**src/rtl/i2cbm_pkg.sv**
```systemverilog
package i2cbm_pkg;

	localparam int unsigned ByteW  = 8;
	localparam int unsigned PhaseW = 5;

	typedef enum logic [2:0] {
		CMD_START     = 3'd0,
		CMD_STOP      = 3'd1,
		CMD_SEND_BYTE = 3'd2,
		CMD_RECV_BYTE = 3'd3,
		CMD_SEND_ACK  = 3'd4,
		CMD_RECV_ACK  = 3'd5
	} cmd_t;

	// One classified tick as it travels from the front part to the back part.
	typedef struct packed {
		logic              start_ok;
		cmd_t              req;
		logic [ByteW-1:0]  tx_byte;
		logic              ack_bit;
		logic              sda_in;
	} tick_item_t;

	// Number of phases in each command sequence.
	function automatic logic [PhaseW-1:0] seq_len(input cmd_t cmd);
		logic [PhaseW-1:0] len;
		unique case (cmd)
			CMD_START:     len = PhaseW'(4);
			CMD_STOP:      len = PhaseW'(3);
			CMD_SEND_BYTE: len = PhaseW'(24);
			CMD_RECV_BYTE: len = PhaseW'(25);
			CMD_SEND_ACK:  len = PhaseW'(3);
			CMD_RECV_ACK:  len = PhaseW'(4);
			default:       len = PhaseW'(4);
		endcase
		return len;
	endfunction

endpackage

```
**src/rtl/i2cbm_tick_if.sv**
```systemverilog
interface i2cbm_tick_if;
	logic       valid;
	logic       ready;
	logic       cmd_valid;
	logic [2:0] req_type;
	logic [7:0] tx_byte;
	logic       ack_bit;
	logic       sda_in;

	modport source(output valid, cmd_valid, req_type, tx_byte, ack_bit, sda_in, input ready);
	modport sink(input valid, cmd_valid, req_type, tx_byte, ack_bit, sda_in, output ready);
endinterface

```
**src/rtl/i2cbm_result_if.sv**
```systemverilog
interface i2cbm_result_if;
	logic       valid;
	logic       ready;
	logic       scl_level;
	logic       sda_level;
	logic       busy_res;
	logic       done_res;
	logic [7:0] rx_byte;
	logic       rx_ack;

	modport source(output valid, scl_level, sda_level, busy_res, done_res, rx_byte, rx_ack,
		input ready);
	modport sink(input valid, scl_level, sda_level, busy_res, done_res, rx_byte, rx_ack,
		output ready);
endinterface

```
**src/rtl/i2cbm_front.sv**
```systemverilog
module i2cbm_front import i2cbm_pkg::*; (
	input  logic               clk,
	input  logic               arst_n,
	i2cbm_tick_if.sink         tick,
	output logic               push_valid,
	input  logic               push_ready,
	output tick_item_t         push_item
);

	logic       valid_s1;
	tick_item_t item_s1;
	tick_item_t item_d;
	logic       accept;

	assign tick.ready = !valid_s1 || push_ready;
	assign accept     = tick.valid && tick.ready;

	// Request codes beyond the command list never start a sequence.
	always_comb begin
		item_d.req      = cmd_t'(tick.req_type);
		item_d.tx_byte  = tick.tx_byte;
		item_d.ack_bit  = tick.ack_bit;
		item_d.sda_in   = tick.sda_in;
		unique case (tick.req_type)
			CMD_START, CMD_STOP, CMD_SEND_BYTE,
			CMD_RECV_BYTE, CMD_SEND_ACK, CMD_RECV_ACK: begin
				item_d.start_ok = tick.cmd_valid;
			end
			default: begin
				item_d.start_ok = 1'b0;
			end
		endcase
	end

	always_ff @(posedge clk or negedge arst_n) begin
		if (!arst_n) begin
			valid_s1 <= 1'b0;
		end else if (accept) begin
			valid_s1 <= 1'b1;
		end else if (push_ready) begin
			valid_s1 <= 1'b0;
		end
	end

	always_ff @(posedge clk) begin
		if (accept) begin
			item_s1 <= item_d;
		end
	end

	assign push_valid = valid_s1;
	assign push_item  = item_s1;

endmodule

```
**src/rtl/i2cbm_queue.sv**
```systemverilog
module i2cbm_queue import i2cbm_pkg::*; (
	input  logic       clk,
	input  logic       arst_n,
	input  logic       push_valid,
	output logic       push_ready,
	input  tick_item_t push_item,
	output logic       pop_valid,
	input  logic       pop_ready,
	output tick_item_t pop_item
);

	tick_item_t  mem_q [2];
	logic        wr_ptr_q;
	logic        rd_ptr_q;
	logic [1:0]  count_q;
	logic        push;
	logic        pop;

	assign push_ready = (count_q != 2'd2);
	assign pop_valid  = (count_q != 2'd0);
	assign push       = push_valid && push_ready;
	assign pop        = pop_valid && pop_ready;
	assign pop_item   = mem_q[rd_ptr_q];

	always_ff @(posedge clk or negedge arst_n) begin
		if (!arst_n) begin
			wr_ptr_q <= 1'b0;
			rd_ptr_q <= 1'b0;
			count_q  <= 2'd0;
		end else begin
			if (push) begin
				wr_ptr_q <= !wr_ptr_q;
			end
			if (pop) begin
				rd_ptr_q <= !rd_ptr_q;
			end
			if (push && !pop) begin
				count_q <= count_q + 2'd1;
			end else if (pop && !push) begin
				count_q <= count_q - 2'd1;
			end
		end
	end

	always_ff @(posedge clk) begin
		if (push) begin
			mem_q[wr_ptr_q] <= push_item;
		end
	end

endmodule

```
**src/rtl/i2cbm_back.sv**
```systemverilog
module i2cbm_back import i2cbm_pkg::*; (
	input  logic          clk,
	input  logic          arst_n,
	input  logic          pop_valid,
	output logic          pop_ready,
	input  tick_item_t    pop_item,
	i2cbm_result_if.source result
);

	logic              busy_q;
	cmd_t              cmd_q;
	logic [PhaseW-1:0] phase_q;
	logic [1:0]        mod3_q;
	logic [ByteW-1:0]  tx_q;
	logic [ByteW-1:0]  rx_q;
	logic              scl_q;
	logic              sda_q;
	logic              ack_q;

	logic              out_valid_q;
	logic              out_scl_q;
	logic              out_sda_q;
	logic              out_busy_q;
	logic              out_done_q;
	logic [ByteW-1:0]  out_rx_byte_q;
	logic              out_rx_ack_q;

	logic              pop;
	logic              start;
	logic              run;
	logic              last;
	cmd_t              cmd_e;
	logic [PhaseW-1:0] p_e;
	logic [PhaseW-1:0] p_plus;
	logic [1:0]        m_e;
	logic [1:0]        m_n;
	logic [ByteW-1:0]  tx_e;
	logic [ByteW-1:0]  tx_n;
	logic [ByteW-1:0]  rx_e;
	logic [ByteW-1:0]  rx_n;
	logic              ack_e;
	logic              ack_n;
	logic              scl_n;
	logic              sda_n;
	logic              busy_n;
	logic [PhaseW-1:0] phase_n;
	logic [ByteW-1:0]  rx_byte_n;
	logic              rx_ack_n;

	assign pop_ready = !out_valid_q || result.ready;
	assign pop       = pop_valid && pop_ready;

	always_comb begin
		start = pop_item.start_ok && !busy_q;
		run   = busy_q || start;
		cmd_e = start ? pop_item.req : cmd_q;
		p_e   = start ? '0 : phase_q;
		m_e   = start ? 2'd0 : mod3_q;
		tx_e  = (start && pop_item.req == CMD_SEND_BYTE) ? pop_item.tx_byte : tx_q;
		rx_e  = (start && pop_item.req == CMD_RECV_BYTE) ? '0 : rx_q;
		ack_e = (start && pop_item.req == CMD_SEND_ACK) ? pop_item.ack_bit : ack_q;

		tx_n  = tx_e;
		rx_n  = rx_e;
		ack_n = ack_e;
		scl_n = scl_q;
		sda_n = sda_q;

		if (run) begin
			unique case (cmd_e)
				CMD_START: begin
					if (p_e == PhaseW'(0)) sda_n = 1'b1;
					else if (p_e == PhaseW'(1)) scl_n = 1'b1;
					else if (p_e == PhaseW'(2)) sda_n = 1'b0;
					else scl_n = 1'b0;
				end
				CMD_STOP: begin
					if (p_e == PhaseW'(0)) sda_n = 1'b0;
					else if (p_e == PhaseW'(1)) scl_n = 1'b1;
					else sda_n = 1'b1;
				end
				CMD_SEND_BYTE: begin
					// The shift register moves after each clock pulse, so its top bit
					// is the bit driven onto SDA at the start of each bit.
					if (m_e == 2'd0) sda_n = tx_e[ByteW-1];
					else if (m_e == 2'd1) scl_n = 1'b1;
					else begin
						scl_n = 1'b0;
						tx_n  = {tx_e[ByteW-2:0], 1'b0};
					end
				end
				CMD_RECV_BYTE: begin
					if (p_e == PhaseW'(0)) sda_n = 1'b1;
					else if (m_e == 2'd0) scl_n = 1'b1;
					else if (m_e == 2'd1) rx_n = {rx_e[ByteW-2:0], pop_item.sda_in};
					else scl_n = 1'b0;
				end
				CMD_SEND_ACK: begin
					if (p_e == PhaseW'(0)) sda_n = ack_e;
					else if (p_e == PhaseW'(1)) scl_n = 1'b1;
					else scl_n = 1'b0;
				end
				CMD_RECV_ACK: begin
					if (p_e == PhaseW'(0)) sda_n = 1'b1;
					else if (p_e == PhaseW'(1)) scl_n = 1'b1;
					else if (p_e == PhaseW'(2)) ack_n = pop_item.sda_in;
					else scl_n = 1'b0;
				end
				default: begin
				end
			endcase
		end

		// Receive byte spends its first phase releasing SDA, so its three-phase
		// bit cycle starts one phase later than that of send byte.
		if (cmd_e == CMD_RECV_BYTE && p_e == PhaseW'(0)) begin
			m_n = 2'd0;
		end else begin
			m_n = (m_e == 2'd2) ? 2'd0 : m_e + 2'd1;
		end

		p_plus  = p_e + PhaseW'(1);
		last    = run && (p_plus >= seq_len(cmd_e));
		busy_n  = run && !last;
		phase_n = last ? '0 : p_plus;

		rx_byte_n = (last && cmd_e == CMD_RECV_BYTE) ? rx_n : '0;
		rx_ack_n  = last && cmd_e == CMD_RECV_ACK && ack_n;
	end

	always_ff @(posedge clk or negedge arst_n) begin
		if (!arst_n) begin
			busy_q      <= 1'b0;
			cmd_q       <= CMD_START;
			phase_q     <= '0;
			mod3_q      <= 2'd0;
			tx_q        <= '0;
			rx_q        <= '0;
			scl_q       <= 1'b1;
			sda_q       <= 1'b1;
			ack_q       <= 1'b1;
			out_valid_q <= 1'b0;
		end else begin
			if (pop) begin
				busy_q  <= busy_n;
				cmd_q   <= cmd_e;
				tx_q    <= tx_n;
				rx_q    <= rx_n;
				ack_q   <= ack_n;
				scl_q   <= scl_n;
				sda_q   <= sda_n;
				if (run) begin
					phase_q <= phase_n;
					mod3_q  <= m_n;
				end
			end
			if (pop) begin
				out_valid_q <= 1'b1;
			end else if (result.ready) begin
				out_valid_q <= 1'b0;
			end
		end
	end

	always_ff @(posedge clk) begin
		if (pop) begin
			out_scl_q     <= scl_n;
			out_sda_q     <= sda_n;
			out_busy_q    <= busy_n;
			out_done_q    <= last;
			out_rx_byte_q <= rx_byte_n;
			out_rx_ack_q  <= rx_ack_n;
		end
	end

	assign result.valid     = out_valid_q;
	assign result.scl_level = out_scl_q;
	assign result.sda_level = out_sda_q;
	assign result.busy_res  = out_busy_q;
	assign result.done_res  = out_done_q;
	assign result.rx_byte   = out_rx_byte_q;
	assign result.rx_ack    = out_rx_ack_q;

endmodule

```
**src/rtl/i2c_bit_level_master.sv**
```systemverilog
// I2C master bit engine: one phase tick in, one result out, in order.
// Path: each tick passes through the front register, the two-entry queue and the output
// register before its result is valid.
// Throughput: one tick per cycle while result.ready holds; the back part's phase state
// updates once per popped tick. Reset: asynchronous, active low; the engine comes up idle
// with SCL and SDA released and the acknowledge latch at one.
module i2c_bit_level_master import i2cbm_pkg::*; (
	input  logic            clk,
	input  logic            arst_n,
	i2cbm_tick_if.sink      tick,
	i2cbm_result_if.source  result
);

	logic       push_valid;
	logic       push_ready;
	tick_item_t push_item;
	logic       pop_valid;
	logic       pop_ready;
	tick_item_t pop_item;

	i2cbm_front u_front (
		.clk        (clk),
		.arst_n     (arst_n),
		.tick       (tick),
		.push_valid (push_valid),
		.push_ready (push_ready),
		.push_item  (push_item)
	);

	i2cbm_queue u_queue (
		.clk        (clk),
		.arst_n     (arst_n),
		.push_valid (push_valid),
		.push_ready (push_ready),
		.push_item  (push_item),
		.pop_valid  (pop_valid),
		.pop_ready  (pop_ready),
		.pop_item   (pop_item)
	);

	i2cbm_back u_back (
		.clk       (clk),
		.arst_n    (arst_n),
		.pop_valid (pop_valid),
		.pop_ready (pop_ready),
		.pop_item  (pop_item),
		.result    (result)
	);

endmodule
```
**src/flat_wrapper.sv**
```systemverilog
// flat-port wrapper written by rule: the top's interface ports become plain ports
module i2c_bit_level_master_flat import i2cbm_pkg::*;
  (clk, arst_n, tick_valid, tick_cmd_valid, tick_req_type, tick_tx_byte, tick_ack_bit, tick_sda_in, tick_ready, result_valid, result_scl_level, result_sda_level, result_busy_res, result_done_res, result_rx_byte, result_rx_ack, result_ready);
  i2cbm_tick_if tick_i ();
  i2cbm_result_if result_i ();
  input  logic clk;
  input  logic arst_n;
  input wire logic [$bits(tick_i.valid)-1:0] tick_valid;
  input wire logic [$bits(tick_i.cmd_valid)-1:0] tick_cmd_valid;
  input wire logic [$bits(tick_i.req_type)-1:0] tick_req_type;
  input wire logic [$bits(tick_i.tx_byte)-1:0] tick_tx_byte;
  input wire logic [$bits(tick_i.ack_bit)-1:0] tick_ack_bit;
  input wire logic [$bits(tick_i.sda_in)-1:0] tick_sda_in;
  output wire logic [$bits(tick_i.ready)-1:0] tick_ready;
  output wire logic [$bits(result_i.valid)-1:0] result_valid;
  output wire logic [$bits(result_i.scl_level)-1:0] result_scl_level;
  output wire logic [$bits(result_i.sda_level)-1:0] result_sda_level;
  output wire logic [$bits(result_i.busy_res)-1:0] result_busy_res;
  output wire logic [$bits(result_i.done_res)-1:0] result_done_res;
  output wire logic [$bits(result_i.rx_byte)-1:0] result_rx_byte;
  output wire logic [$bits(result_i.rx_ack)-1:0] result_rx_ack;
  input wire logic [$bits(result_i.ready)-1:0] result_ready;
  assign tick_i.valid = tick_valid;
  assign tick_i.cmd_valid = tick_cmd_valid;
  assign tick_i.req_type = tick_req_type;
  assign tick_i.tx_byte = tick_tx_byte;
  assign tick_i.ack_bit = tick_ack_bit;
  assign tick_i.sda_in = tick_sda_in;
  assign tick_ready = tick_i.ready;
  assign result_valid = result_i.valid;
  assign result_scl_level = result_i.scl_level;
  assign result_sda_level = result_i.sda_level;
  assign result_busy_res = result_i.busy_res;
  assign result_done_res = result_i.done_res;
  assign result_rx_byte = result_i.rx_byte;
  assign result_rx_ack = result_i.rx_ack;
  assign result_i.ready = result_ready;
  i2c_bit_level_master u_core (.clk(clk), .arst_n(arst_n), .tick(tick_i), .result(result_i));
endmodule
```
**config.mk**
```make
export PLATFORM = sky130hd
export DESIGN_NAME = i2c_bit_level_master_flat
export DESIGN_NICKNAME = d
export VERILOG_FILES = /design/src/rtl/i2cbm_pkg.sv /design/src/rtl/i2cbm_tick_if.sv /design/src/rtl/i2cbm_result_if.sv /design/src/rtl/i2cbm_front.sv /design/src/rtl/i2cbm_queue.sv /design/src/rtl/i2cbm_back.sv /design/src/rtl/i2c_bit_level_master.sv /design/src/flat_wrapper.sv
export SDC_FILE = /design/constraint.sdc
export NUM_CORES = 1
export LEC_CHECK = 0
export BUFFER_PORTS_ARGS = -buffer_cell sky130_fd_sc_hd__buf_4
export CORE_MARGIN = 2
export CORE_UTILIZATION = 52
export CTS_BUF_LIST = sky130_fd_sc_hd__clkbuf_4 sky130_fd_sc_hd__clkbuf_8
export DETAILED_ROUTE_END_ITERATION = 8
export GPL_ROUTABILITY_DRIVEN = 0
export PLACE_DENSITY = 0.7
export SETUP_SLACK_MARGIN = 0.05
export SLEW_MARGIN = 20
export SYNTH_ARGS = -nofsm -noshare
export SYNTH_HDL_FRONTEND = slang
export SYNTH_SLANG_ARGS = --single-unit
```
**constraint.sdc**
```tcl
create_clock -name clk -period 4.6 [get_ports clk]
set_clock_uncertainty 0.15 [all_clocks]
set_input_delay 0.92 -clock clk [delete_from_list [all_inputs] [get_ports clk]]
set_output_delay 0.92 -clock clk [all_outputs]
set_load 0.05 [all_outputs]
```
==> results.md, run 1 <==
* Clk_lat worst skew at 380 ps
* CP Cell Sequence: mux2i_2 > o21ai_1 > a211oi_1 > o21ai_0 > nand2_1 > ha_1 > nand2b_1 > a21o_1 > a21o_1 > a21o_1 > a21oi_1 > buf_4 > nor4_2
* Pwr/cell area at 738.9 nW/um^2
* Outcome: completed
* Leakage at 0.002102 uW
* CTS root buffer: clkbuf_8
* Synth Area in Adders at 2.665%
* Crit Path Max Fanout at 11
* Post-DP HPWL at 6368 um
* Core Util, Final at 59.86%
* Area grow syn2layout at 11.19%
* Mux contribution to synthesized area at 8.236%
* Average wire per standard cell at 17.24 um
* Leading cell type in the layout, fill and taps excluded: edfxtp_1
* Post-CTS Setup Bufs at 0
* Final global-route overflow total at 0
* Cells after Synth at 376
* Tcrit/Tclk final at 85.73%
* CTS tree: done
* FF+latch count, synth at 91
* Number of synthesized flops with an enable pin at 55
* Critical path class: register to register
* DIE AREA at 9804 sq um
* Starting Density at 53.83%
* Max Root-Sink Buffers at 2
* Peak VDD IR at 0.3100 mV
* Ys async rst share at 39.56%
* Register area share after synthesis at 54.45%
* Worst-Margin Slew at 892.9 ps
* Type of the worst min-delay path: register to register
* # H-tree levels at 3
* Via count at 3147
* Syn Std Cell Area at 4695 sq um
* MaxCap Viol Count at 0
* Crit end category: register
* Largest family of logic cells by synthesized area: compound AO/OA/AOI/OAI gates
* WP data required at 4560 ps
* Clock sinks at 91
* Clock-pin slew on the worst setup and hold paths at 110 ps
* Number of I/O pins at 33
* Inserted Clock Buffers at 9
* # resized after CTS at 0
* DR vias/cell at 6.029
* # diodes at 0
* Synth area leader: edfxtp_1
* Relative slew slack at 40.37%
* DRC marker count from the first detailed-route iteration at 192
* Crit-path most repeated cell: a21o_1
* Simple-gate share of the synthesized area at 14.55%
* Die H at 99.02 um
* Largest cells by area after synthesis: edfxtp_1, dfrtp_1, mux2i_1
* Vias in the first global route at 3031
* Total core area at 8721 sq um
* WL final at 8999 um
* First-pass GRT wire length at 15120 um
* Hold slack at 286.5 ps
* TNS Setup at 0 ps
* Synth Area in XOR/XNOR at 1.493%
* Total global-route track usage at 19.48%
* Row cnt at 34
* Yosys warns at 0
* Final min period at 3944 ps
* Layout cell share with drive strength beyond 1 at 25.60%
* Post-synth top area share at 35.18%
* Worst Path Arrival at 3900 ps
* Port Buffers at 32
* # setup viols final at 0
* Final Hold Fails at 0
* Nets at 437
* Most frequent cells in the layout: edfxtp_1, nand2_1, buf_4, dfrtp_1, nor2_1
* Max Freq at 253.6 MHz
* Compound-Gate Fraction of Synth Area at 15.72%
* Max Slew Vio Count at 0
* Die width at 99.02 um
* Worst path slowest cell: dfrtp_1
* Crit path launch type: register
* Slowest cell delay on critical path at 630 ps
* TritonRoute pass-1 iters at 5
* Cts hold-fix bufs at 0
* Syn Nets at 404
* Largest net degree at the start of global routing at 37
* Pre-CTS WS at 730.2 ps
* Antenna viol nets, final at 0
* RSZ-0062 raised after global routing: false
* Synth Area per Inst at 12.49 sq um
* Post-synthesis cell type count at 71
* Initial antenna violation count at 0
* Setup ws final at 656.4 ps
* Most used flip-flop cell after synthesis: edfxtp_1
* DRC viols at 0
-- flip-flops by register name (all words and copies together), names as in the netlist, 2 cells and up --
signal / flops
u_core.u_back.rx_q: 8
u_core.u_back.tx_q: 8
u_core.u_back.cmd_q: 3
u_core.u_queue.mem_q: 28
u_core.u_back.mod3_q: 2
u_core.u_back.phase_q: 5
u_core.u_back.result.rx_byte: 8
u_core.u_queue.count_q: 2
u_core.u_front.push_item: 14
-- where the power goes --
group | internal, uW | switching, uW
Clock | 264 | 303
Combinational | 679 | 1260
Sequential | 1180 | 171
-- layout make-up --
| class | instances | area, sq um |
|---|---|---|
| Fill cell | 672 | 3501 |
| Sequential cell | 91 | 2556 |
| Multi-Input combinational cell | 259 | 2009 |
| Timing Repair Buffer | 37 | 277.8 |
| Tap cell | 108 | 135.1 |
| Clock buffer | 10 | 131.4 |
| Clock inverter | 6 | 68.82 |
| Inverter | 11 | 41.29 |
-- Yosys cell counts, types with 5 or more instances --
library cell and count:
a21o_1 5, o22ai_1 7, mux2i_1 17, inv_1 11, a22o_1 5, o31ai_1 5, nand2_1 40, buf_2 6
nor2_1 19, clkbuf_1 5, o21ai_0 14, ha_1 10, nor4_2 10, o21ai_1 12, a21oi_1 12, a211oi_1 5
dfrtp_1 33, nand2b_1 5, mux2_2 11, edfxtp_1 55
-- metal layers --
| metal | part of all wire [%] | track usage, % |
|---|---|---|
| met4 | 3.1 | 8.746 |
| met2 | 47 | 29.57 |
| met1 | 44 | 27.35 |
| met5 | 0 | 0 |
| met3 | 5.8 | 3.759 |
-- kinds of logic (layout without fill, tap and decap cells) --
family	Yosys count	count (layout)
fa+ha+maj	10	10
xor+xnor	8	8
flops	91	91
simple gates	109	109
buf+inv	26	64
mux	35	35
compound gates	97	97
-- stage by stage --
step | cell area [sq um] | cells | power [uW]
global route | 5220 | 522 | 4102
CTS | 5218 | 522 | 3851
global placement | 5017 | 506 | 3237
finish | 5220 | 522 | 3857
floorplan | 4695 | 376 | 2827
detailed placement | 5017 | 506 | 3276
-- path summary, 6_finish.rpt --
check	from	end	slack, ps	cells after the start
setup / recovery	u_core.u_queue.rd_ptr_q	u_core.u_back.result.rx_byte[4]	660	13
hold / removal	u_core.u_front.push_item[11]	u_core.u_queue.mem_q[1][11]	290	0
setup reg to reg	u_core.u_queue.rd_ptr_q	u_core.u_back.result.rx_byte[4]	660	13
max in group asynchronous	arst_n	u_core.u_back.ack_q	3580	1
min in group asynchronous	arst_n	u_core.u_back.phase_q[4]	340	1
hold reg to reg	u_core.u_front.push_item[11]	u_core.u_queue.mem_q[1][11]	290	0
-- worst max-delay path: cells and delay by family, from the launching register on --
| family | cells | cell delay, ps |
|---|---|---|
| AND/OR/NAND/NOR | 3 | 320 |
| multiplexers | 1 | 510 |
| adder cells (fa/ha/maj) | 1 | 220 |
| AO/OA/AOI/OAI | 7 | 1630 |
| flip-flops | 1 | 630 |
| buffers and inverters | 1 | 230 |
Power figures use the tool's default switching activity.
==> inputs of run 2 (changes only) <==
--- a/config.mk
+++ b/config.mk
@@ -16,4 +16,5 @@
 export SLEW_MARGIN = 20
 export SYNTH_ARGS = -nofsm -noshare
 export SYNTH_HDL_FRONTEND = slang
+export SYNTH_HIERARCHICAL = 1
 export SYNTH_SLANG_ARGS = --single-unit
==> run 2 against run 1 <==
  * Routed wire length fell by 14%
  * Via count fell by 11%
  * Global-route usage fell by 2.1 points
  * Clock power fell by 6.2%
  * Fmax rose by 4.7%
  * Sequential share of layout area rose by 2.4 points
  * Critical endpoint is now u_core/u_back/result.rx_ack
==> results.md, run 2 <==
* Number of synthesized flops with an enable pin at 55 (unchanged)
* Relative slew slack at 50.74% (was 40.37%)
* Syn Std Cell Area at 4472 sq um (was 4695 sq um)
* Die width at 96.74 um (was 99.02 um)
* Peak VDD IR at 0.3270 mV (was 0.3100 mV)
* Core Util, Final at 60.29% (was 59.86%)
* Antenna viol nets, final at 0 (unchanged)
* Number of I/O pins at 33 (unchanged)
* Largest net degree at the start of global routing at 37 (unchanged)
* MaxCap Viol Count at 0 (unchanged)
* Area of the multi-input gates at 1758 sq um (was 2009 sq um)
* Via count at 2795 (was 3147)
* Clock sinks at 91 (unchanged)
* Synth area leader: edfxtp_1 (unchanged)
* RSZ-0062 raised after global routing: false (unchanged)
* DRC marker count from the first detailed-route iteration at 175 (was 192)
* Largest cells by area after synthesis: edfxtp_1, dfrtp_1, mux2i_1 (unchanged)
* Synth cell count leaders: edfxtp_1, nand2_1, dfrtp_1 (unchanged)
* Number of cells on the worst hold path at 0 (unchanged)
* Clock-pin slew on the worst setup and hold paths at 100 ps (was 110 ps)
* Inserted Clock Buffers at 9 (unchanged)
* Register area at 2556 sq um (unchanged)
* CTS root buffer: clkbuf_8 (unchanged)
* Hold slack at 301.3 ps (was 286.5 ps)
* Cts hold-fix bufs at 0 (unchanged)
* Crit end category: register (unchanged)
* Tcrit/Tclk final at 81.84% (was 85.73%)
* Post-CTS Setup Bufs at 0 (unchanged)
* Final Hold Fails at 0 (unchanged)
* Initial antenna violation count at 0 (unchanged)
* Type of the worst min-delay path: register to register (unchanged)
* Hold path startpoint: u_core/u_front/push_item[12] (was u_core.u_front.push_item[11])
* DRC viols at 0 (unchanged)
* Worst r2r src: u_core/u_queue/rd_ptr_q (was u_core.u_queue.rd_ptr_q)
* Port Buffers at 32 (unchanged)
* Crit path launch type: register (unchanged)
* Most flops, register: u_core/u_queue/mem_q (was u_core.u_queue.mem_q)
* Layout cell share with drive strength beyond 1 at 23.31% (was 25.60%)
* Top-count cell post-synth: edfxtp_1 (unchanged)
* Cells after Synth at 363 (was 376)
* Setup ws final at 835.2 ps (was 656.4 ps)
* TritonRoute pass-1 iters at 4 (was 5)
* Pwr/cell area at 726.1 nW/um^2 (was 738.9 nW/um^2)
* # H-tree levels at 3 (unchanged)
* Max Slew Vio Count at 0 (unchanged)
* First-pass GRT wire length at 13220 um (was 15120 um)
* Worst Path Arrival at 3710 ps (was 3900 ps)
* Worst-Margin Slew at 736.1 ps (was 892.9 ps)
* Ys async rst share at 39.56% (unchanged)
* Max Root-Sink Buffers at 2 (unchanged)
* Leading cell type in the layout, fill and taps excluded: edfxtp_1 (unchanged)
* WP data required at 4550 ps (was 4560 ps)
* Crit Path Max Fanout at 10 (was 11)
* Final min period at 3765 ps (was 3944 ps)
* # setup viols final at 0 (unchanged)
* Total core area at 8258 sq um (was 8721 sq um)
* TNS Setup at 0 ps (unchanged)
* Fill cell count at 692 (was 672)
* Worst R2R Path Depth at 13 (unchanged)
* Clk_lat worst skew at 370 ps (was 380 ps)
* Pre-CTS WS at 892.3 ps (was 730.2 ps)
* Most frequent cells in the layout: edfxtp_1, nand2_1, buf_4, dfrtp_1, o21ai_0 (was edfxtp_1, nand2_1, buf_4, dfrtp_1, nor2_1)
* Die H at 96.74 um (was 99.02 um)
* # resized after CTS at 0 (unchanged)
* Vias in the first global route at 2696 (was 3031)
* Area grow syn2layout at 11.33% (was 11.19%)
* WL final at 7724 um (was 8999 um)
* R2R Path End: u_core/u_back/result.rx_ack (was u_core.u_back.result.rx_byte[4])
* Total global-route track usage at 17.41% (was 19.48%)
* Most used flip-flop cell after synthesis: edfxtp_1 (unchanged)
* DIE AREA at 9358 sq um (was 9804 sq um)
* Max Freq at 265.6 MHz (was 253.6 MHz)
* Leakage at 0.001994 uW (was 0.002102 uW)
* DR vias/cell at 5.546 (was 6.029)
* CTS tree: done (unchanged)
* Reg-to-reg setup timing slack at 840 ps (was 660 ps)
* Register area share after synthesis at 57.16% (was 54.45%)
* Finished Layout Cells at 504 (was 522)
* FF+latch count, synth at 91 (unchanged)
* Syn Nets at 391 (was 404)
* Synth Area per Inst at 12.32 sq um (was 12.49 sq um)
* Row cnt at 33 (was 34)
* # diodes at 0 (unchanged)
* Post-synth top area share at 36.93% (was 35.18%)
* Final global-route overflow total at 0 (unchanged)
* Starting Density at 54.15% (was 53.83%)
* Nets at 422 (was 437)
* Placed cells at 488 (was 506)
* Largest register FFs at 28 (unchanged)
* Min-Delay Endpoint: u_core/u_queue/mem_q[1][12] (was u_core.u_queue.mem_q[1][11])
* Critical path class: register to register (unchanged)
* Outcome: completed (unchanged)
* Yosys warns at 6 (was 0)
* Post-synthesis cell type count at 57 (was 71)
* Average wire per standard cell at 15.33 um (was 17.24 um)
* Post-DP HPWL at 5527 um (was 6368 um)
## run 2: metal layers
layer	up-vias	track usage [%]	routed length (um)
li1	1379	-	-
met1	1338	23.13	3522
met2	70	28.21	3771
met3	8	3.974	343
met4	0	6.284	86
met5	-	0	0
## run 2: worst max-delay path by stage
| stage | startpoint | to | slack (ps) | cells past startpoint |
|---|---|---|---|---|
| 3_3_place_gp | u_core/u_queue/rd_ptr_q | u_core/u_back/result.rx_byte[0] | 990 | 13 |
| 2_1_floorplan | u_core/u_queue/rd_ptr_q | u_core/u_back/result.rx_ack | 800 | 15 |
| 5_1_grt | u_core/u_queue/rd_ptr_q | u_core/u_back/result.rx_byte[0] | 650 | 13 |
| 3_5_place_dp | u_core/u_queue/rd_ptr_q | u_core/u_back/result.rx_ack | 890 | 13 |
| 6_report | u_core/u_queue/rd_ptr_q | u_core/u_back/result.rx_ack | 840 | 13 |
| 4_1_cts | u_core/u_queue/rd_ptr_q | u_core/u_back/result.rx_ack | 880 | 13 |
## run 2: through the flow
step	total power, uW	area [sq um]
6_report	3615	4979
5_1_grt	3875	4979
4_1_cts	3633	4976
3_5_place_dp	3091	4773
3_3_place_gp	3043	4773
2_1_floorplan	2693	4472
## run 2: final cells by class
cell class / count / share of cell area [%]
Clock buffer: 9 / 2.488
Clock inverter: 7 / 1.583
Inverter: 12 / 0.9048
Multi-Input combinational cell: 242 / 35.31
Sequential cell: 91 / 51.34
Tap cell: 105 / 2.639
Timing Repair Buffer: 38 / 5.730
## run 2: logic make-up after synthesis
| logic type | share of synthesized area [%] |
|---|---|
| buf+inv | 3.581 |
| xor+xnor | 2.546 |
| compound gates | 11.42 |
| mux | 10.58 |
| fa+ha+maj | 2.798 |
| flops | 57.16 |
| simple gates | 11.92 |
## run 2: power breakdown
| part | internal (uW) | total, uW | switching, uW |
|---|---|---|---|
| Clock | 215 | 532 | 317 |
| Combinational | 692 | 1760 | 1070 |
| Sequential | 1170 | 1320 | 146 |
## run 2: critical path, cell delays in order (launching register included)
cell,delay (ps)
dfrtp_1,400
mux2_2,320
nor2b_2,400
mux2i_1,590
or2_4,260
nand2_1,60
ha_1,260
nand2b_1,140
a21o_1,170
a21o_1,170
a21o_1,180
a21oi_1,140
buf_4,190
nor3_1,70
